File: src/hdl/h264ab_pkg.sv
// ----------------------------------------------------------------------------
// h264ab_pkg
// Shared types and constants for the RTP payload to Annex B converter.
// ----------------------------------------------------------------------------
package h264ab_pkg;

    // result kinds on the output tuser
    localparam logic [1:0] RES_DATA = 2'd0;
    localparam logic [1:0] RES_OK   = 2'd1;
    localparam logic [1:0] RES_ERR  = 2'd2;

    // default depth of the command queue between front and back
    localparam int QUEUE_DEPTH_DEF = 4;

    // one command from the front: what the back must emit for one input byte
    typedef struct packed {
        logic       pfx;       // emit 00 00 00 01
        logic       dat;       // emit data_val
        logic [7:0] data_val;
        logic       sts;       // emit frame status
        logic       bad;       // status is error
    } t_cmd;

endpackage

File: src/hdl/h264ab_front.sv
// ----------------------------------------------------------------------------
// h264ab_front
// Accepts payload bytes, tracks the RFC 6184 payload state and turns each
// byte into at most one emit command for the back end.
// ----------------------------------------------------------------------------
module h264ab_front (
    input  logic                i_clk,
    input  logic                i_rst_n,
    input  logic                i_tvalid,
    output logic                o_tready,
    input  logic [7:0]          i_tdata,   // data_byte
    input  logic [1:0]          i_tuser,   // payload_first, payload_final
    input  logic                i_tlast,   // frame_final
    input  logic                i_q_ready,
    output logic                o_q_push,
    output h264ab_pkg::t_cmd    o_q_cmd
);
    import h264ab_pkg::*;

    localparam logic [1:0] PK_IDLE   = 2'd0;
    localparam logic [1:0] PK_SINGLE = 2'd1;
    localparam logic [1:0] PK_FUA    = 2'd2;
    localparam logic [1:0] PK_STAPA  = 2'd3;

    localparam logic [4:0] NAL_FUA   = 5'd28;
    localparam logic [4:0] NAL_STAPA = 5'd24;

    logic [1:0]  r_kind,  n_kind;
    logic [1:0]  r_phase, n_phase;
    logic [15:0] r_left,  n_left;
    logic [7:0]  r_hi,    n_hi;
    logic [2:0]  r_fnri,  n_fnri;
    logic        r_bad,   n_bad;

    t_cmd        w_cmd;
    logic        w_accept;
    logic        w_first;
    logic        w_last;
    logic        w_err;
    logic [15:0] w_dec;

    assign o_tready = i_q_ready;
    assign w_accept = i_tvalid & i_q_ready;
    assign w_first  = i_tuser[0];
    assign w_last   = i_tuser[1] | i_tlast;
    assign w_dec    = r_left - 16'd1;

    always_comb begin
        n_kind  = r_kind;
        n_phase = r_phase;
        n_left  = r_left;
        n_hi    = r_hi;
        n_fnri  = r_fnri;
        n_bad   = r_bad;
        w_err   = 1'b0;
        w_cmd   = '0;
        w_cmd.data_val = i_tdata;
        if (!r_bad) begin
            if (w_first && r_kind != PK_IDLE) begin
                w_err = 1'b1;
            end else if (!w_first && r_kind == PK_IDLE) begin
                w_err = 1'b1;
            end else if (w_first) begin
                if (i_tdata[4:0] == NAL_FUA) begin
                    n_kind  = PK_FUA;
                    n_fnri  = i_tdata[7:5];
                    n_phase = 2'd1;
                    w_err   = w_last;
                end else if (i_tdata[4:0] == NAL_STAPA) begin
                    n_kind  = PK_STAPA;
                    n_phase = 2'd0;
                    w_err   = w_last;
                end else begin
                    n_kind    = PK_SINGLE;
                    w_cmd.pfx = 1'b1;
                    w_cmd.dat = 1'b1;
                end
            end else if (r_kind == PK_SINGLE) begin
                w_cmd.dat = 1'b1;
            end else if (r_kind == PK_FUA) begin
                if (r_phase == 2'd1) begin
                    // start bit: rebuild the nal header from indicator and fu header
                    if (i_tdata[7]) begin
                        w_cmd.pfx      = 1'b1;
                        w_cmd.dat      = 1'b1;
                        w_cmd.data_val = {r_fnri, i_tdata[4:0]};
                    end
                    n_phase = 2'd2;
                end else begin
                    w_cmd.dat = 1'b1;
                end
            end else begin
                case (r_phase)
                    2'd0: begin
                        n_hi    = i_tdata;
                        n_phase = 2'd1;
                        w_err   = w_last;
                    end
                    2'd1: begin
                        n_left    = {r_hi, i_tdata};
                        w_cmd.pfx = 1'b1;
                        n_phase   = (n_left != 16'd0) ? 2'd2 : 2'd0;
                        w_err     = w_last && (n_left != 16'd0);
                    end
                    default: begin
                        w_cmd.dat = 1'b1;
                        n_left    = w_dec;
                        if (w_dec == 16'd0) begin
                            n_phase = 2'd0;
                        end else begin
                            w_err = w_last;
                        end
                    end
                endcase
            end
            if (w_err) begin
                n_bad = 1'b1;
            end
            if (w_err || w_last) begin
                n_kind  = PK_IDLE;
                n_phase = 2'd0;
                n_left  = 16'd0;
                n_hi    = 8'd0;
            end
        end
        if (i_tlast) begin
            w_cmd.sts = 1'b1;
            w_cmd.bad = n_bad;
            n_kind  = PK_IDLE;
            n_phase = 2'd0;
            n_left  = 16'd0;
            n_hi    = 8'd0;
            n_fnri  = 3'd0;
            n_bad   = 1'b0;
        end
    end

    assign o_q_cmd  = w_cmd;
    assign o_q_push = w_accept & (w_cmd.pfx | w_cmd.dat | w_cmd.sts);

    always_ff @(posedge i_clk) begin
        if (!i_rst_n) begin
            r_kind  <= PK_IDLE;
            r_phase <= 2'd0;
            r_left  <= 16'd0;
            r_hi    <= 8'd0;
            r_fnri  <= 3'd0;
            r_bad   <= 1'b0;
        end else if (w_accept) begin
            r_kind  <= n_kind;
            r_phase <= n_phase;
            r_left  <= n_left;
            r_hi    <= n_hi;
            r_fnri  <= n_fnri;
            r_bad   <= n_bad;
        end
    end

endmodule

File: src/hdl/h264ab_queue.sv
// ----------------------------------------------------------------------------
// h264ab_queue
// Small command queue that decouples the front end from the back end.
// ----------------------------------------------------------------------------
module h264ab_queue #(
    parameter int DEPTH = h264ab_pkg::QUEUE_DEPTH_DEF
) (
    input  logic                i_clk,
    input  logic                i_rst_n,
    input  logic                i_push,
    input  h264ab_pkg::t_cmd    i_cmd,
    output logic                o_ready,
    input  logic                i_pop,
    output logic                o_valid,
    output h264ab_pkg::t_cmd    o_cmd
);
    import h264ab_pkg::*;

    localparam int AW = (DEPTH > 1) ? $clog2(DEPTH) : 1;
    localparam int CW = $clog2(DEPTH + 1);

    t_cmd          r_mem [DEPTH];
    t_cmd          r_head;
    logic          r_head_vld;
    logic [AW-1:0] r_wr;
    logic [AW-1:0] r_rd;
    logic [CW-1:0] r_cnt;
    logic [CW-1:0] w_used;
    logic          w_push;
    logic          w_take;
    logic          w_mem_rd;
    logic          w_mem_wr;

    assign w_used   = r_cnt + CW'(r_head_vld);
    assign o_ready  = (w_used != CW'(DEPTH));
    assign o_valid  = r_head_vld;
    assign o_cmd    = r_head;
    assign w_push   = i_push & o_ready;
    // head register frees up when it is empty or popped
    assign w_take   = !r_head_vld || i_pop;
    assign w_mem_rd = w_take && (r_cnt != '0);
    // a push into an empty queue goes straight to the head register
    assign w_mem_wr = w_push && !(w_take && (r_cnt == '0));

    always_ff @(posedge i_clk) begin
        if (w_mem_wr) begin
            r_mem[r_wr] <= i_cmd;
        end
    end

    always_ff @(posedge i_clk) begin
        if (w_mem_rd) begin
            r_head <= r_mem[r_rd];
        end else if (w_take && w_push) begin
            r_head <= i_cmd;
        end
    end

    always_ff @(posedge i_clk) begin
        if (!i_rst_n) begin
            r_head_vld <= 1'b0;
            r_wr       <= '0;
            r_rd       <= '0;
            r_cnt      <= '0;
        end else begin
            if (w_take) begin
                r_head_vld <= w_mem_rd || w_push;
            end
            if (w_mem_wr) begin
                r_wr <= (r_wr == AW'(DEPTH - 1)) ? '0 : r_wr + AW'(1);
            end
            if (w_mem_rd) begin
                r_rd <= (r_rd == AW'(DEPTH - 1)) ? '0 : r_rd + AW'(1);
            end
            if (w_mem_wr && !w_mem_rd) begin
                r_cnt <= r_cnt + CW'(1);
            end else if (w_mem_rd && !w_mem_wr) begin
                r_cnt <= r_cnt - CW'(1);
            end
        end
    end

endmodule

File: src/hdl/h264ab_back.sv
// ----------------------------------------------------------------------------
// h264ab_back
// Expands each command into start code, data byte and status transfers,
// one output transfer per cycle while the output is ready.
// ----------------------------------------------------------------------------
module h264ab_back (
    input  logic                i_clk,
    input  logic                i_rst_n,
    input  logic                i_q_valid,
    input  h264ab_pkg::t_cmd    i_q_cmd,
    output logic                o_q_pop,
    output logic                o_tvalid,
    input  logic                i_tready,
    output logic [7:0]          o_tdata,   // out_byte
    output logic [1:0]          o_tuser,   // result_kind
    output logic                o_tlast    // run_end
);
    import h264ab_pkg::*;

    localparam logic [2:0] PH_PFX0 = 3'd0;
    localparam logic [2:0] PH_PFX1 = 3'd1;
    localparam logic [2:0] PH_PFX2 = 3'd2;
    localparam logic [2:0] PH_PFX3 = 3'd3;
    localparam logic [2:0] PH_DAT  = 3'd4;
    localparam logic [2:0] PH_STS  = 3'd5;

    t_cmd       r_cmd;
    logic       r_busy;
    logic [2:0] r_ph, n_ph;
    logic       w_end;
    logic       w_load;
    logic [2:0] w_start;

    always_comb begin
        case (r_ph)
            PH_PFX3: w_end = !r_cmd.dat && !r_cmd.sts;
            PH_DAT:  w_end = !r_cmd.sts;
            PH_STS:  w_end = 1'b1;
            default: w_end = 1'b0;
        endcase
    end

    always_comb begin
        case (r_ph)
            PH_PFX0: n_ph = PH_PFX1;
            PH_PFX1: n_ph = PH_PFX2;
            PH_PFX2: n_ph = PH_PFX3;
            PH_PFX3: n_ph = r_cmd.dat ? PH_DAT : PH_STS;
            default: n_ph = PH_STS;
        endcase
    end

    // first phase of the command waiting at the queue head
    assign w_start = i_q_cmd.pfx ? PH_PFX0 : (i_q_cmd.dat ? PH_DAT : PH_STS);
    assign w_load  = !r_busy || (i_tready && w_end);
    assign o_q_pop = w_load & i_q_valid;

    always_ff @(posedge i_clk) begin
        if (!i_rst_n) begin
            r_busy <= 1'b0;
            r_ph   <= PH_PFX0;
        end else if (w_load) begin
            r_busy <= i_q_valid;
            r_ph   <= w_start;
        end else if (i_tready) begin
            r_ph   <= n_ph;
        end
    end

    always_ff @(posedge i_clk) begin
        if (o_q_pop) begin
            r_cmd <= i_q_cmd;
        end
    end

    always_comb begin
        case (r_ph)
            PH_PFX3: o_tdata = 8'h01;
            PH_DAT:  o_tdata = r_cmd.data_val;
            default: o_tdata = 8'h00;
        endcase
    end

    assign o_tvalid = r_busy;
    assign o_tuser  = (r_ph == PH_STS) ? (r_cmd.bad ? RES_ERR : RES_OK) : RES_DATA;
    assign o_tlast  = w_end;

endmodule

File: src/hdl/h264_rtp_payload_to_annexb.sv
// ----------------------------------------------------------------------------
// h264_rtp_payload_to_annexb
// RFC 6184 RTP payload (single NAL, FU-A, STAP-A) to Annex B byte stream.
// ----------------------------------------------------------------------------
// path: a command passes the queue head and the back end command register
// throughput: one input byte per cycle while the output is ready and each
//   byte makes one result; a byte that opens a unit makes up to six results,
//   and the output port at one transfer per cycle while ready sets the pace
// reset: synchronous active low, clears payload state and empties the queue
// ----------------------------------------------------------------------------
module h264_rtp_payload_to_annexb #(
    parameter int QUEUE_DEPTH = h264ab_pkg::QUEUE_DEPTH_DEF
) (
    input  logic       i_clk,
    input  logic       i_rst_n,
    input  logic       i_s_axis_tvalid,
    output logic       o_s_axis_tready,
    input  logic [7:0] i_s_axis_tdata,   // data_byte
    input  logic [1:0] i_s_axis_tuser,   // payload_first, payload_final
    input  logic       i_s_axis_tlast,   // frame_final
    output logic       o_m_axis_tvalid,
    input  logic       i_m_axis_tready,
    output logic [7:0] o_m_axis_tdata,   // out_byte
    output logic [1:0] o_m_axis_tuser,   // result_kind
    output logic       o_m_axis_tlast    // run_end
);
    import h264ab_pkg::*;

    logic w_push;
    logic w_q_ready;
    logic w_q_valid;
    logic w_pop;
    t_cmd w_push_cmd;
    t_cmd w_head_cmd;

    h264ab_front u_front (
        .i_clk     (i_clk),
        .i_rst_n   (i_rst_n),
        .i_tvalid  (i_s_axis_tvalid),
        .o_tready  (o_s_axis_tready),
        .i_tdata   (i_s_axis_tdata),
        .i_tuser   (i_s_axis_tuser),
        .i_tlast   (i_s_axis_tlast),
        .i_q_ready (w_q_ready),
        .o_q_push  (w_push),
        .o_q_cmd   (w_push_cmd)
    );

    h264ab_queue #(
        .DEPTH (QUEUE_DEPTH)
    ) u_queue (
        .i_clk   (i_clk),
        .i_rst_n (i_rst_n),
        .i_push  (w_push),
        .i_cmd   (w_push_cmd),
        .o_ready (w_q_ready),
        .i_pop   (w_pop),
        .o_valid (w_q_valid),
        .o_cmd   (w_head_cmd)
    );

    h264ab_back u_back (
        .i_clk     (i_clk),
        .i_rst_n   (i_rst_n),
        .i_q_valid (w_q_valid),
        .i_q_cmd   (w_head_cmd),
        .o_q_pop   (w_pop),
        .o_tvalid  (o_m_axis_tvalid),
        .i_tready  (i_m_axis_tready),
        .o_tdata   (o_m_axis_tdata),
        .o_tuser   (o_m_axis_tuser),
        .o_tlast   (o_m_axis_tlast)
    );

endmodule

File: config.mk
export PLATFORM = sky130hd
export DESIGN_NAME = h264_rtp_payload_to_annexb
export DESIGN_NICKNAME = d
export VERILOG_FILES = /design/src/hdl/h264ab_pkg.sv /design/src/hdl/h264ab_front.sv /design/src/hdl/h264ab_queue.sv /design/src/hdl/h264ab_back.sv /design/src/hdl/h264_rtp_payload_to_annexb.sv
export SDC_FILE = /design/constraint.sdc
export NUM_CORES = 1
export LEC_CHECK = 0
export BUFFER_PORTS_ARGS = -buffer_cell sky130_fd_sc_hd__buf_2
export CORE_MARGIN = 2
export CORE_UTILIZATION = 55
export CTS_CLUSTER_DIAMETER = 40
export CTS_CLUSTER_SIZE = 24
export DETAILED_ROUTE_END_ITERATION = 10
export GPL_TIMING_DRIVEN = 0
export MAX_ROUTING_LAYER = met4
export PLACE_DENSITY = 0.71
export SKIP_LAST_GASP = 1
export SYNTH_ARGS = -nofsm -noshare
export SYNTH_HDL_FRONTEND = slang
export SYNTH_SLANG_ARGS = --single-unit
File: constraint.sdc
create_clock -name i_clk -period 10.7 [get_ports i_clk]
set_input_delay 2.14 -clock i_clk [delete_from_list [all_inputs] [get_ports i_clk]]
set_output_delay 2.14 -clock i_clk [all_outputs]
set_load 0.05 [all_outputs]
== Word level (Yosys, flattened, before mapping) ==
Memory sizes are Yosys's and may differ from the RTL's. A register that Yosys moved wholly into a read port is not among the register bits.
Index checks and enable logic that the tools add are counted.

* Bitwise gates (word level): 7
* Equal/unequal tests: 25
* Reduce and logical (&&, ||, !) cells: 45
* Mux-type cells: 98
* $add $sub $neg: 6

{| class="wikitable"
|+ Operator list
! operator !! count
|-
| $mux 16 || 8
|-
| $mux 8 || 13
|-
| $mux 2 || 32
|-
| $mux 10 || 4
|-
| $mux 3 || 11
|-
| $pmux 16 s2 || 1
|-
| $mux 12 || 2
|-
| $reduce_and 8->1 || 3
|-
| $mux 1 || 22
|-
| $logic_not 16->1 || 1
|-
| $pmux 8 s2 || 1
|-
| $reduce_bool 16->1 || 1
|-
| $sub 16x1->16 const B || 1
|-
| $ne 3x3->1 const B || 5
|-
| $pmux 3 s4 || 1
|-
| $reduce_bool 2->1 || 6
|-
| $logic_and 1x1->1 || 11
|-
| $eq 5x5->1 const B || 2
|-
| $reduce_bool 3->1 || 3
|-
| $logic_not 1->1 || 8
|-
| $eq 2x2->1 const B || 3
|-
| $eq 3x2->1 const B || 2
|-
| $eq 3x3->1 const B || 2
|-
| $logic_not 3->1 || 2
|-
| 23 further kinds || 36
|}

* Bits in writable memories: 48
* Memories kept: 1
* Word-level logic and storage cells: 203
* Bits of input ports: 15
* Flip-flop bits (word level): 67
* Output and inout bits: 13

{| class="wikitable"
|+ Memory list
! name !! depth !! bits a word !! read ports !! clocked after memory_dff !! write ports !! RTL line !! text
|-
| u_queue.r_mem || 4 || 12 || 1 || 1 || 1 || h264ab_queue.sv:22 || <nowiki>t_cmd r_mem [DEPTH];</nowiki>
|}

== Logic depth before layout (Yosys ltp) ==
Gate-level depths: netlist of the first run.

* Word-level depth: 21
* Depth in mapped cells: 13
* Depth with buffers taken out: 12

== By module ==
Synthesis of the first run repeated with hierarchy kept, for this count alone.

* Cell total of the unflattened synthesis: 513
* Area total of the unflattened synthesis: 5,858.1 sq um

{| class="wikitable"
|+ Modules (own cells, without submodules)
! module !! area an instance (sq um) !! cells each !! times used !! sequential area each (sq um)
|-
| h264ab_queue || 2,807.7 || 148 || 1 || 2,001.9
|-
| h264ab_front || 2,346.0 || 310 || 1 || 640.6
|-
| h264ab_back || 704.4 || 55 || 1 || 410.4
|}

== Worst setup path before layout of the first run ==
OpenSTA, ideal clock, no wires.

* Kind: input -> register
* From: input port i_s_axis_tuser[0]
* To: register u_queue.r_cnt[2]
* Stages: 11
* Arrival: 4.769 ns
* Library setup time: 0.076 ns
* Path buffers: 1
* Required time: 10.624 ns
* Slack: 5.855 ns
* Cells stage by stage: buf_2 or3b_1 or2_0 a21o_1 a221oi_4 ha_1 inv_1 fa_1 xor2_1 or3_1 a21boi_0

* Cells in the longest elaborated chain, start to end: 13
* Elaborated cells on any way between the ends: 17
* Those cells by class: 5 x mux; 4 x bitwise; 8 x reduce/logical

{| class="wikitable"
|+ Ends and longest elaborated chain
! element !! RTL line !! text
|-
| start, declared || h264_rtp_payload_to_annexb.sv:19 || <nowiki>input logic [1:0] i_s_axis_tuser,</nowiki>
|-
| $logic_not 1->1 || h264ab_front.sv:61 || <nowiki>end else if (!w_first && r_kind == PK_IDLE) begin</nowiki>
|-
| $logic_and 1x1->1 || h264ab_front.sv:61 ||
|-
| $mux 10 || h264ab_front.sv:61 ||
|-
| $mux 10 (*) || h264ab_front.sv:59 || <nowiki>if (w_first && r_kind != PK_IDLE) begin</nowiki>
|-
| $mux 10 (*) || h264ab_front.sv:58 || <nowiki>if (!r_bad) begin</nowiki>
|-
| $or 1x1->1 (*) (2 in a row) || h264ab_front.sv:139 || <nowiki>assign o_q_push = w_accept & (w_cmd.pfx | w_cmd.dat | w_cmd.sts);</nowiki>
|-
| $and 1x1->1 (*) || h264ab_front.sv:139 ||
|-
| $and 1x1->1 (*) || h264ab_queue.sv:38 || <nowiki>assign w_push = i_push & o_ready;</nowiki>
|-
| $logic_and 1x1->1 (*) || h264ab_queue.sv:43 || <nowiki>assign w_mem_wr = w_push && !(w_take && (r_cnt == '0));</nowiki>
|-
| net u_queue.w_mem_wr || h264ab_queue.sv:32 || <nowiki>logic w_mem_wr;</nowiki>
|-
| $logic_not 1->1 || h264ab_queue.sv:77 || <nowiki>end else if (w_mem_rd && !w_mem_wr) begin</nowiki>
|-
| $logic_and 1x1->1 || h264ab_queue.sv:77 ||
|-
| $reduce_bool 2->1 (no line) || -- ||
|-
| end signal, assigned || h264ab_queue.sv:76 || <nowiki>r_cnt <= r_cnt + CW'(1);</nowiki>
|-
| end signal, assigned || h264ab_queue.sv:78 || <nowiki>r_cnt <= r_cnt - CW'(1);</nowiki>
|-
| end, declared || h264ab_queue.sv:27 || <nowiki>logic [CW-1:0] r_cnt;</nowiki>
|}

Mark *: on every way through the listed nets, which the timed path passes. The rest lies on a longest branch.
A chain may end at the register's enable or synchronous reset.

== Final worst setup path of the first run ==
Same ends and word-level chain as after synthesis.

==> results of run 1 <==
-- final cells by class --
cell class / instances / area [µm²]
Clock inverter: 15 / 169
Sequential cell: 117 / 3050
Fill cell: 775 / 3600
Clock buffer: 17 / 414
Buffer: 27 / 126
Inverter: 12 / 45.0
Timing Repair Buffer: 25 / 125
Multi-Input combinational cell: 338 / 2480
Tap cell: 136 / 170
-- registers in the layout, indices dropped and copies added, names as in the netlist, 3 cells and up, named ones only --
name            count
u_queue.o_cmd      12
u_front.r_hi        8
u_queue.r_mem      48
u_queue.r_cnt       3
u_front.r_fnri      3
u_back.r_cmd       11
u_front.r_left     16
u_back.r_ph         3
-- final timing paths --
path                                   end  cells past startpoint
max          u_queue.r_cnt[2]$_SDFFE_PN0P_                     11
min              u_back.r_cmd[7]$_DFFE_PP_                      0
max reg2reg  u_queue.r_cnt[2]$_SDFFE_PN0P_                     11
min reg2reg      u_back.r_cmd[7]$_DFFE_PP_                      0
-- cells in the final DEF, fill, tap and decap left out, types with 10 or more instances in the layout --
cell type  instances
dfxtp_1           46
o21ai_0           30
nor2b_1           23
edfxtp_1          71
a21oi_1           10
clkbuf_16         16
nand2b_1          12
inv_1             12
nand3_1           10
nor2_1            14
clkbuf_1          16
a22oi_1           11
ha_1              10
mux4_2            12
nand2_1           49
buf_2             33
and2_1            21
-- logic make-up after synthesis --
kind of cell             Yosys count  synth area share [%]
AND/OR/NAND/NOR                  177                  17.4
flip-flops                       117                  53.5
AO/OA/AOI/OAI                    109                  13.6
buffers and inverters             39                  3.00
multiplexers                      32                  8.53
adder cells (fa/ha/maj)           11                  2.54
XOR/XNOR                           9                  1.38
-- power by group --
part	total, µW	leakage (µW)	switching (µW)	internal [µW]
combinational	409	0.00105	240	170
sequential	615	0.00103	35.3	579
clock	555	0.000283	219	337
total	1580	0.00237	493	1090
-- per-stage QoR --
step                setup WS (ns)  hold slack, ns  power (µW)  utilization [%]  cells
finish                       6.01           0.416        1580             64.6    687
CTS                          5.98           0.418        1580             64.6    687
global route                 5.80           0.424        1650             64.6    687
detailed placement           5.45           0.405        1030             58.9    655
global placement             5.58           0.402        1020             58.9    655
floorplan                    5.85           0.400         932                -    494
-- layer usage --
metal  part of all wire [%]  wire [µm]  vias to the layer above  track usage [%]
met2                     46       5880                      176             36.3
met4                    2.7        336                        0             10.1
met1                     44       5540                     1985             33.8
li1                       -          -                     1941                -
met3                    7.0        890                       31             5.01
met5                      0          0                        -                -
==> impl_metrics.json, run 1 <==
{
  "status": "completed",
  "hold_class": "reg -> reg",
  "dieArea_um2": 11200,
  "hold_viol_final": 0,
  "clk_pin_slew_worst_paths_ns": 0.06,
  "cts_made_buffers": 17,
  "required_ns": 11.14,
  "worst-setup-path-type": "in -> reg",
  "io_pins": 28,
  "drive_gt1_share_pct": 18.5,
  "synthArstFlopShare_pct": 0,
  "yosysWarnings": 0,
  "synthTopCellsByArea": "edfxtp_1 (37%), dfxtp_1 (16%), mux4_2 (4.7%)",
  "row_count": 37,
  "worstPathCellList": "buf_2 > or3b_1 > or2_0 > a21o_1 > a221oi_4 > ha_1 > inv_1 > fa_1 > xor2_1 > or3_1 > a21boi_0",
  "core_um2": 10200,
  "maxSlewViolCount": 0,
  "via_per_inst": 6.02,
  "max_stage_delay_ns": 0.51,
  "cts.path.max_buffers": 2,
  "post-route-period-util_pct": 43.8,
  "reg2reg_from": "u_front.r_phase[1]$_SDFFE_PN0P_",
  "wirelength_um": 12600,
  "grtUsageTotal_pct": 24.7,
  "synth.top_cell.area_share_pct": 37.4,
  "skew_ns": 0.0101,
  "drc": 0,
  "critPathSlowestCell": "a221oi_4",
  "wl_per_cell_um": 18.4,
  "clk_latency_ns": 0.52,
  "design_area_um2": 6580,
  "grt_pass1_wl_um": 20600,
  "syn_inst": 494,
  "place_hpwl_um": 8520,
  "gr-total-overflow": 0,
  "crit_family": "simple AND/OR/NAND/NOR gates",
  "crit_buf_inv": 2,
  "diodes": 0,
  "holdBufCountCts": 0,
  "cts_root_buf": "clkbuf_8",
  "p_leak_uw": 0.00237,
  "grt_max_degree": 17,
  "yosysMostFrequentCell": "edfxtp_1",
  "antenna_found_initial": 0,
  "grt_setup_unrepaired": "false",
  "fin_crit_ns": 4.69,
  "tns_ns": 0,
  "timing.slew.headroom_pct": 28.2,
  "drtPass1Iterations": 5,
  "max_cap_violations": 0,
  "cts_tree": "done",
  "place_congestion": 0.905,
  "setup_viol": 0,
  "antenna_left": 0,
  "synth-seq-area-share_pct": 53.5,
  "power_density_nw_per_um2": 240,
  "synth_area_um2": 5710,
  "num_vias": 4133,
  "h-tree-depth": 4,
  "synth_enable_flop_cells": 71,
  "synth.distinct_cells": 71,
  "critPathCaptureType": "register",
  "fin_nets": 564,
  "first_global_vias": 4038,
  "drtIter0Drc": 388,
  "setup.reg_to_reg.worst_slack_ns": 7.30,
  "placed_area_um2": 6000,
  "syn_to_final_growth_pct": 15.4,
  "ys.flop_type": "edfxtp_1",
  "path_max_fanout": 9,
  "start_kind": "input port",
  "synth_common_cells": "edfxtp_1 (71), nand2_1 (49), dfxtp_1 (46)",
  "arrival_ns": 5.13,
  "fp.dieW_um": 106,
  "start_util_pct": 56.0,
  "cts.sinks": 117,
  "post_cts_buffers": 0,
  "setup.worst_path.start": "i_s_axis_tuser[0]",
  "dieHeight_um": 106,
  "fmax_mhz": 213,
  "vdd_drop_max_mv": 0.121,
  "worst_pin_slew_ns": 1.08,
  "syn-num-nets": 520,
  "min-delay-start": "u_queue.o_cmd[7]$_DFFE_PP_",
  "io_buffers": 25,
  "synth_area_leader_cell": "edfxtp_1",
  "synth-seq-cells": 117,
  "syn_avg_cell_area_um2": 11.5,
  "cts_resized": 0
}
Note: power is estimated with default switching activity, not from simulation.
==> run 2, diff against run 1 <==
ABC_AREA = 1   (was not set)
clock period = 4.55 ns   (was 10.7 ns; I/O delays follow)
==> run 2 against run 1 <==
  * Global-route usage grew 2.6 points
  * Area after synthesis grew 2.8%
  * Register-to-register slack lost 6.0 ns
  * Non-clock buffer count shrank 3
  * Clock power grew 130%
  * Combinational power grew to 3.3 times the previous value
  * Synthesized cell count grew 48%
  * Critical endpoint unchanged
  * Largest power group unchanged
==> impl_metrics.json, run 2 <==
{
  "min-delay-start": "u_queue.o_cmd[3]$_DFFE_PP_",
  "dieArea_um2": 11500,
  "critPathCaptureType": "register",
  "hold_viol_final": 0,
  "via_per_inst": 5.27,
  "io_pins": 28,
  "critPathSlowestCell": "fa_1",
  "post-route-period-util_pct": 72.6,
  "h-tree-depth": 4,
  "setup.reg_to_reg.worst_slack_ns": 1.29,
  "worstPathCellList": "buf_2 > or2_2 > nor2_1 > nand2_1 > inv_1 > nor3_1 > inv_1 > or2_2 > a31oi_1 > o21ai_1 > inv_1 > ha_1 > inv_1 > fa_1 > a21oi_1 > o21ai_0 > o21ai_0 > a21oi_1",
  "syn-num-nets": 757,
  "placed_area_um2": 6170,
  "cts_made_buffers": 17,
  "drtIter0Drc": 340,
  "post-route-util_pct": 65.4,
  "num_vias": 4882,
  "vdd_drop_max_mv": 0.285,
  "top_register": "u_queue.r_mem",
  "syn_inst": 731,
  "nFillCells": 882,
  "synth-seq-cells": 117,
  "synthTopCellsByArea": "edfxtp_1 (36%), dfxtp_1 (16%), nor2_1 (11%)",
  "cts_tree": "done",
  "required_ns": 4.96,
  "swShare_pct": 36.8,
  "cts.sinks": 117,
  "synth.top_cell.area_share_pct": 36.4,
  "largest_register_ffs": 48,
  "worst-setup-path-type": "in -> reg",
  "skew_ns": 0.00705,
  "place_congestion": 0.931,
  "fp.dieW_um": 107,
  "core_um2": 10300,
  "fmax_mhz": 303,
  "gr-total-overflow": 0,
  "wirelength_um": 14100,
  "crit_family": "compound AO/OA/AOI/OAI gates",
  "start_util_pct": 56.8,
  "post_cts_buffers": 0,
  "synthArstFlopShare_pct": 0,
  "drive_gt1_share_pct": 10.9,
  "p_int_uw": 2650,
  "dieHeight_um": 107,
  "synth-seq-area-share_pct": 52.1,
  "grt_setup_unrepaired": "false",
  "clk_latency_ns": 0.53,
  "hold_class": "reg -> reg",
  "io_buffers": 27,
  "wl_per_cell_um": 15.2,
  "holdBufCountCts": 0,
  "syn_avg_cell_area_um2": 8.02,
  "final_cell_mix": "nor2_1 (178), nand2_1 (133), inv_1 (89)",
  "comb_power_share_pct": 32.5,
  "drtPass1Iterations": 5,
  "synth_common_cells": "nor2_1 (178), nand2_1 (133), inv_1 (89)",
  "fin_crit_ns": 3.30,
  "worst_pin_slew_ns": 1.23,
  "synth.distinct_cells": 41,
  "timing.slew.headroom_pct": 17.5,
  "place_hpwl_um": 10200,
  "setup_viol": 0,
  "synth_area_um2": 5860,
  "start_kind": "input port",
  "grt_pass1_wl_um": 23100,
  "first_global_vias": 4866,
  "pwr-share-clk_pct": 31.0,
  "final_common_cell": "nor2_1",
  "r2r_end": "u_queue.r_cnt[2]$_SDFFE_PN0P_",
  "drc": 0,
  "design_area_um2": 6750,
  "tns_ns": 0,
  "crit_buf_inv": 5,
  "cts.path.max_buffers": 2,
  "max_stage_delay_ns": 0.43,
  "cpMostUsedCell": "inv_1",
  "maxSlewViolCount": 0,
  "dp_cells": 894,
  "stdcell_count": 926,
  "ys.flop_type": "edfxtp_1",
  "syn_to_final_growth_pct": 15.1,
  "grt_max_degree": 17,
  "seqPwrFrac_pct": 36.5,
  "synth_enable_flop_cells": 71,
  "max_cap_violations": 0,
  "antenna_left": 0,
  "clk_pin_slew_worst_paths_ns": 0.06,
  "power_density_nw_per_um2": 623,
  "antenna_found_initial": 0,
  "reg2reg_from": "u_front.r_phase[0]$_SDFFE_PN0P_",
  "holdWs_ns": 0.419,
  "arrival_ns": 3.71,
  "min_path_cells": 0,
  "status": "completed",
  "grtUsageTotal_pct": 27.3,
  "path_max_fanout": 8,
  "synth_area_leader_cell": "edfxtp_1",
  "yosysMostFrequentCell": "nor2_1",
  "row_count": 37,
  "diodes": 0,
  "p_sw_uw": 1550,
  "yosysWarnings": 0,
  "cts_resized": 0,
  "fin_nets": 803,
  "cts_root_buf": "clkbuf_8",
  "rr_worst_depth": 16,
  "hold_end": "u_back.r_cmd[3]$_DFFE_PP_",
  "p_leak_uw": 0.00291
}
==> run 2: cell count changes after synthesis, moves of 9 or more <==
cell and delta:
mux2_2 -9, nor2_1 +164, nand2_1 +84, a31oi_1 +9
a211oi_1 +10, o21ai_0 +14, nand3_1 +21, inv_1 +77
a22oi_1 -10, and2_1 -21, a21oi_1 +19, mux4_2 -12
nand2b_1 -12, nor2b_1 -23
==> run 2: power by group through the flow <==
stage / logic (µW) / clock network [µW] / registers, µW
floorplan: 1010 / 0 / 1520
global placement: 1310 / 0 / 1540
detailed placement: 1350 / 0 / 1550
CTS: 1360 / 1320 / 1530
global route: 1550 / 1370 / 1550
finish: 1360 / 1300 / 1530
==> run 2: worst max-delay path by stage <==
stage,startpoint,to,slack [ns],depth (start not counted)
global placement,i_s_axis_tdata[0],u_queue.r_mem[2][5]$_DFFE_PP_,0.74,11
global route,u_front.r_phase[0]$_SDFFE_PN0P_,u_queue.r_cnt[2]$_SDFFE_PN0P_,0.89,16
finish,i_s_axis_tdata[0],u_queue.r_cnt[2]$_SDFFE_PN0P_,1.25,18
CTS,i_s_axis_tdata[0],u_queue.r_mem[1][5]$_DFFE_PP_,1.21,11
detailed placement,i_s_axis_tdata[0],u_queue.r_mem[1][5]$_DFFE_PP_,0.63,11
floorplan,i_s_axis_tuser[0],u_queue.r_cnt[2]$_SDFFE_PN0P_,1.28,16
==> run 2: worst register-to-register path, stage by stage (launching register included) <==
cell     delay, ns
dfxtp_1       0.39
inv_1         0.07
nor2_2        0.29
inv_2         0.16
a21oi_1       0.15
a21oi_1       0.08
or2_1         0.25
a31oi_1       0.24
o21ai_1       0.25
inv_1         0.14
ha_1          0.15
inv_1         0.07
fa_1          0.43
a21oi_1       0.15
o21ai_0       0.13
o21ai_0       0.16
a21oi_1       0.06
==> run 2: layout make-up <==
type | instances | area, µm² | share of cell area [%]
Inverter | 94 | 355 | 5.27
Sequential cell | 117 | 3050 | 45.2
Clock inverter | 13 | 158 | 2.34
Tap cell | 136 | 170 | 2.52
Multi-Input combinational cell | 498 | 2340 | 34.7
Clock buffer | 19 | 422 | 6.25
Timing Repair Buffer | 27 | 135 | 2.00
Buffer | 22 | 113 | 1.67
==> run 2: per-stage QoR <==
stage          setup WS (ns)  power, µW
3_3_place_gp           0.743       2850
6_report                1.25       4200
3_5_place_dp           0.629       2900
5_1_grt                0.887       4470
2_1_floorplan           1.28       2540
4_1_cts                 1.21       4210
==> run 2: cell families after synthesis <==
logic type	share of synthesized area, %
AO/OA/AOI/OAI	10.2
buffers and inverters	7.98
AND/OR/NAND/NOR	26.8
adder cells (fa/ha/maj)	2.47
XOR/XNOR	0.448
flip-flops	52.1
==> run 2: routing by layer <==
| metal | vias up | GRT usage [%] | wire length [µm] |
|---|---|---|---|
| met5 | - | - | 0 |
| met4 | 0 | 11.6 | 376 |
| met3 | 32 | 5.81 | 601 |
| met2 | 140 | 49.0 | 7510 |
| met1 | 2233 | 29.0 | 5610 |
| li1 | 2477 | - | - |
==> run 3, diff against run 2 <==
PLACE_DENSITY = 0.73   (was 0.71)
clock period = 2.8 ns   (was 4.55 ns; I/O delays follow)
==> run 3 against run 2 <==
  * First-iteration DRC count up 16%
  * Sequential power rose by 63%
  * Combinational power up 73%
  * Non-clock buffer count up 11
  * Total power rose by 67%
  * Clock power up 66%
  * Sequential share of layout area shrank 1.4 points
  * Critical path type is now reg -> reg
  * Largest cell class unchanged
==> impl_metrics.json, run 3 (synthesized netlist as in run 2, its figures left out) <==
{
  "status": "completed",
  "cts.path.max_buffers": 2,
  "p_int_uw": 4470,
  "wl_per_cell_um": 14.7,
  "core_um2": 10300,
  "fin_crit_ns": 2.79,
  "place_congestion": 0.902,
  "top_register": "u_queue.r_mem",
  "p_leak_uw": 0.00301,
  "fp.dieW_um": 107,
  "cts_tree": "done",
  "diodes": 0,
  "power_density_nw_per_um2": 1010,
  "crit_family": "compound AO/OA/AOI/OAI gates",
  "antenna_found_initial": 0,
  "grt_max_degree": 17,
  "io_buffers": 27,
  "timing.slew.headroom_pct": 33.3,
  "crit_buf_inv": 4,
  "drtPass1Iterations": 5,
  "p_sw_uw": 2530,
  "hold_viol_final": 0,
  "grtUsageTotal_pct": 25.9,
  "skew_ns": 0.00884,
  "largest_register_ffs": 48,
  "arrival_ns": 3.20,
  "via_per_inst": 5.35,
  "clk_latency_ns": 0.52,
  "maxSlewViolCount": 0,
  "path_max_fanout": 10,
  "drc": 0,
  "required_ns": 3.21,
  "cts_root_buf": "clkbuf_8",
  "cpMostUsedCell": "a21oi_1",
  "rr_worst_depth": 16,
  "setup_viol": 0,
  "fin_nets": 814,
  "first_global_vias": 4806,
  "start_kind": "register",
  "swShare_pct": 36.1,
  "hold_end": "u_queue.r_mem[1][2]$_DFFE_PP_",
  "max_stage_delay_ns": 0.44,
  "worst-setup-path-type": "reg -> reg",
  "cts.sinks": 117,
  "num_vias": 5009,
  "multi_input_area_um2": 2450,
  "grt_setup_unrepaired": "true",
  "post-route-util_pct": 67.5,
  "cts_made_buffers": 17,
  "grt_pass1_wl_um": 22400,
  "fmax_mhz": 358,
  "h-tree-depth": 4,
  "syn_to_final_growth_pct": 18.8,
  "holdBufCountCts": 0,
  "regArea_um2": 3060,
  "setup.reg_to_reg.worst_slack_ns": 0.006,
  "dieHeight_um": 107,
  "pwr-share-clk_pct": 30.8,
  "min_path_cells": 1,
  "reg2reg_from": "u_front.r_phase[0]$_SDFFE_PN0P_",
  "min-delay-start": "i_s_axis_tdata[0]",
  "clk_pin_slew_worst_paths_ns": 0.06,
  "place_hpwl_um": 9630,
  "worst_pin_slew_ns": 0.997,
  "dieArea_um2": 11500,
  "start_util_pct": 56.8,
  "post-route-period-util_pct": 99.8,
  "row_count": 37,
  "io_pins": 28,
  "critPathCaptureType": "register",
  "seqPwrFrac_pct": 35.6,
  "vdd_drop_max_mv": 0.461,
  "comb_power_share_pct": 33.6,
  "hold_class": "in -> reg",
  "antenna_left": 0,
  "final_cell_mix": "nor2_1 (168), nand2_1 (132), inv_1 (87)",
  "gr-total-overflow": 0,
  "final_common_cell": "nor2_1",
  "critPathSlowestCell": "fa_1",
  "r2r_end": "u_queue.r_cnt[2]$_SDFFE_PN0P_",
  "nFillCells": 850,
  "drive_gt1_share_pct": 14.5,
  "tns_ns": 0,
  "drtIter0Drc": 394,
  "wirelength_um": 13800,
  "max_cap_violations": 0,
  "worstPathCellList": "inv_1 > nor2_4 > inv_2 > a21oi_1 > a21oi_1 > or2_1 > a31oi_4 > o21ai_4 > inv_1 > ha_1 > inv_1 > fa_1 > a21oi_1 > o21ai_1 > o21ai_1 > a21oi_1"
}
## run 3: per-stage QoR
stage	total power, µW	worst slack [ns]	area [µm²]	hold WS (ns)	cells
after global placement	4590	-0.405	6210	0.401	894
after CTS	6900	-0.0572	6830	0.333	927
after global routing	7440	-0.165	6970	0.349	937
after floorplan	4150	0.000309	5900	0.400	731
final	7000	0.00568	6970	0.349	937
after detailed placement	4690	-0.480	6210	0.406	894
## run 3: how the worst max path moves through the flow
stage	from	to	slack (ns)	cells after the start
detailed placement	i_s_axis_tdata[1]	u_queue.r_cnt[2]$_SDFFE_PN0P_	-0.48	18
finish	u_front.r_phase[0]$_SDFFE_PN0P_	u_queue.r_cnt[2]$_SDFFE_PN0P_	0.006	16
floorplan	u_back.r_ph[1]$_SDFFE_PN0P_	u_queue.r_cnt[1]$_SDFFE_PN0P_	0.0003	16
global placement	i_s_axis_tdata[1]	u_queue.r_cnt[2]$_SDFFE_PN0P_	-0.40	18
CTS	u_front.r_kind[0]$_SDFFE_PN0P_	u_queue.r_cnt[2]$_SDFFE_PN0P_	-0.06	15
global route	u_front.r_kind[1]$_SDFFE_PN0P_	u_queue.r_cnt[2]$_SDFFE_PN0P_	-0.16	16
## run 3: worst register-to-register path: stages, from the launching register on
cell and delay, ns:
dfxtp_1 0.39, inv_1 0.09, nor2_4 0.12, inv_2 0.10, a21oi_1 0.13, a21oi_1 0.08
or2_1 0.28, a31oi_4 0.23, o21ai_4 0.09, inv_1 0.08, ha_1 0.14, inv_1 0.07
fa_1 0.44, a21oi_1 0.15, o21ai_1 0.09, o21ai_1 0.13, a21oi_1 0.05
## run 3: power groups by stage
stage,registers [µW],logic (µW),clock network [µW]
final,2490,2350,2160
after global routing,2530,2640,2260
after CTS,2490,2230,2180
after detailed placement,2520,2170,0
after global placement,2490,2100,0
after floorplan,2480,1680,0
## run 3: layout make-up
class | instances | share of cell area (%)
timing repair buffer | 38 | 3.13
clock buffer | 20 | 6.11
buffer | 22 | 1.76
clock inverter | 12 | 2.30
sequential | 117 | 43.9
inverter | 94 | 5.21
multi-input combinational | 498 | 35.2
tap | 136 | 2.44
## run 3: layer usage
| layer | wire (µm) | vias to the layer above | part of all wire [%] | track usage [%] |
|---|---|---|---|---|
| met1 | 5570 | 2329 | 40 | 29.3 |
| met2 | 7160 | 157 | 52 | 45.1 |
| li1 | - | 2488 | - | - |
| met5 | 0 | - | 0 | - |
| met4 | 395 | 0 | 2.9 | 10.7 |
| met3 | 667 | 35 | 4.8 | 4.96 |
## run 3: what timing repair did
item / 4_1_cts / 5_1_grt
endpoints found under the setup margin: 89 / 76
setup buffers: 1 / 10
gates resized for setup: 9 / 22
pin swaps: 1 / 4
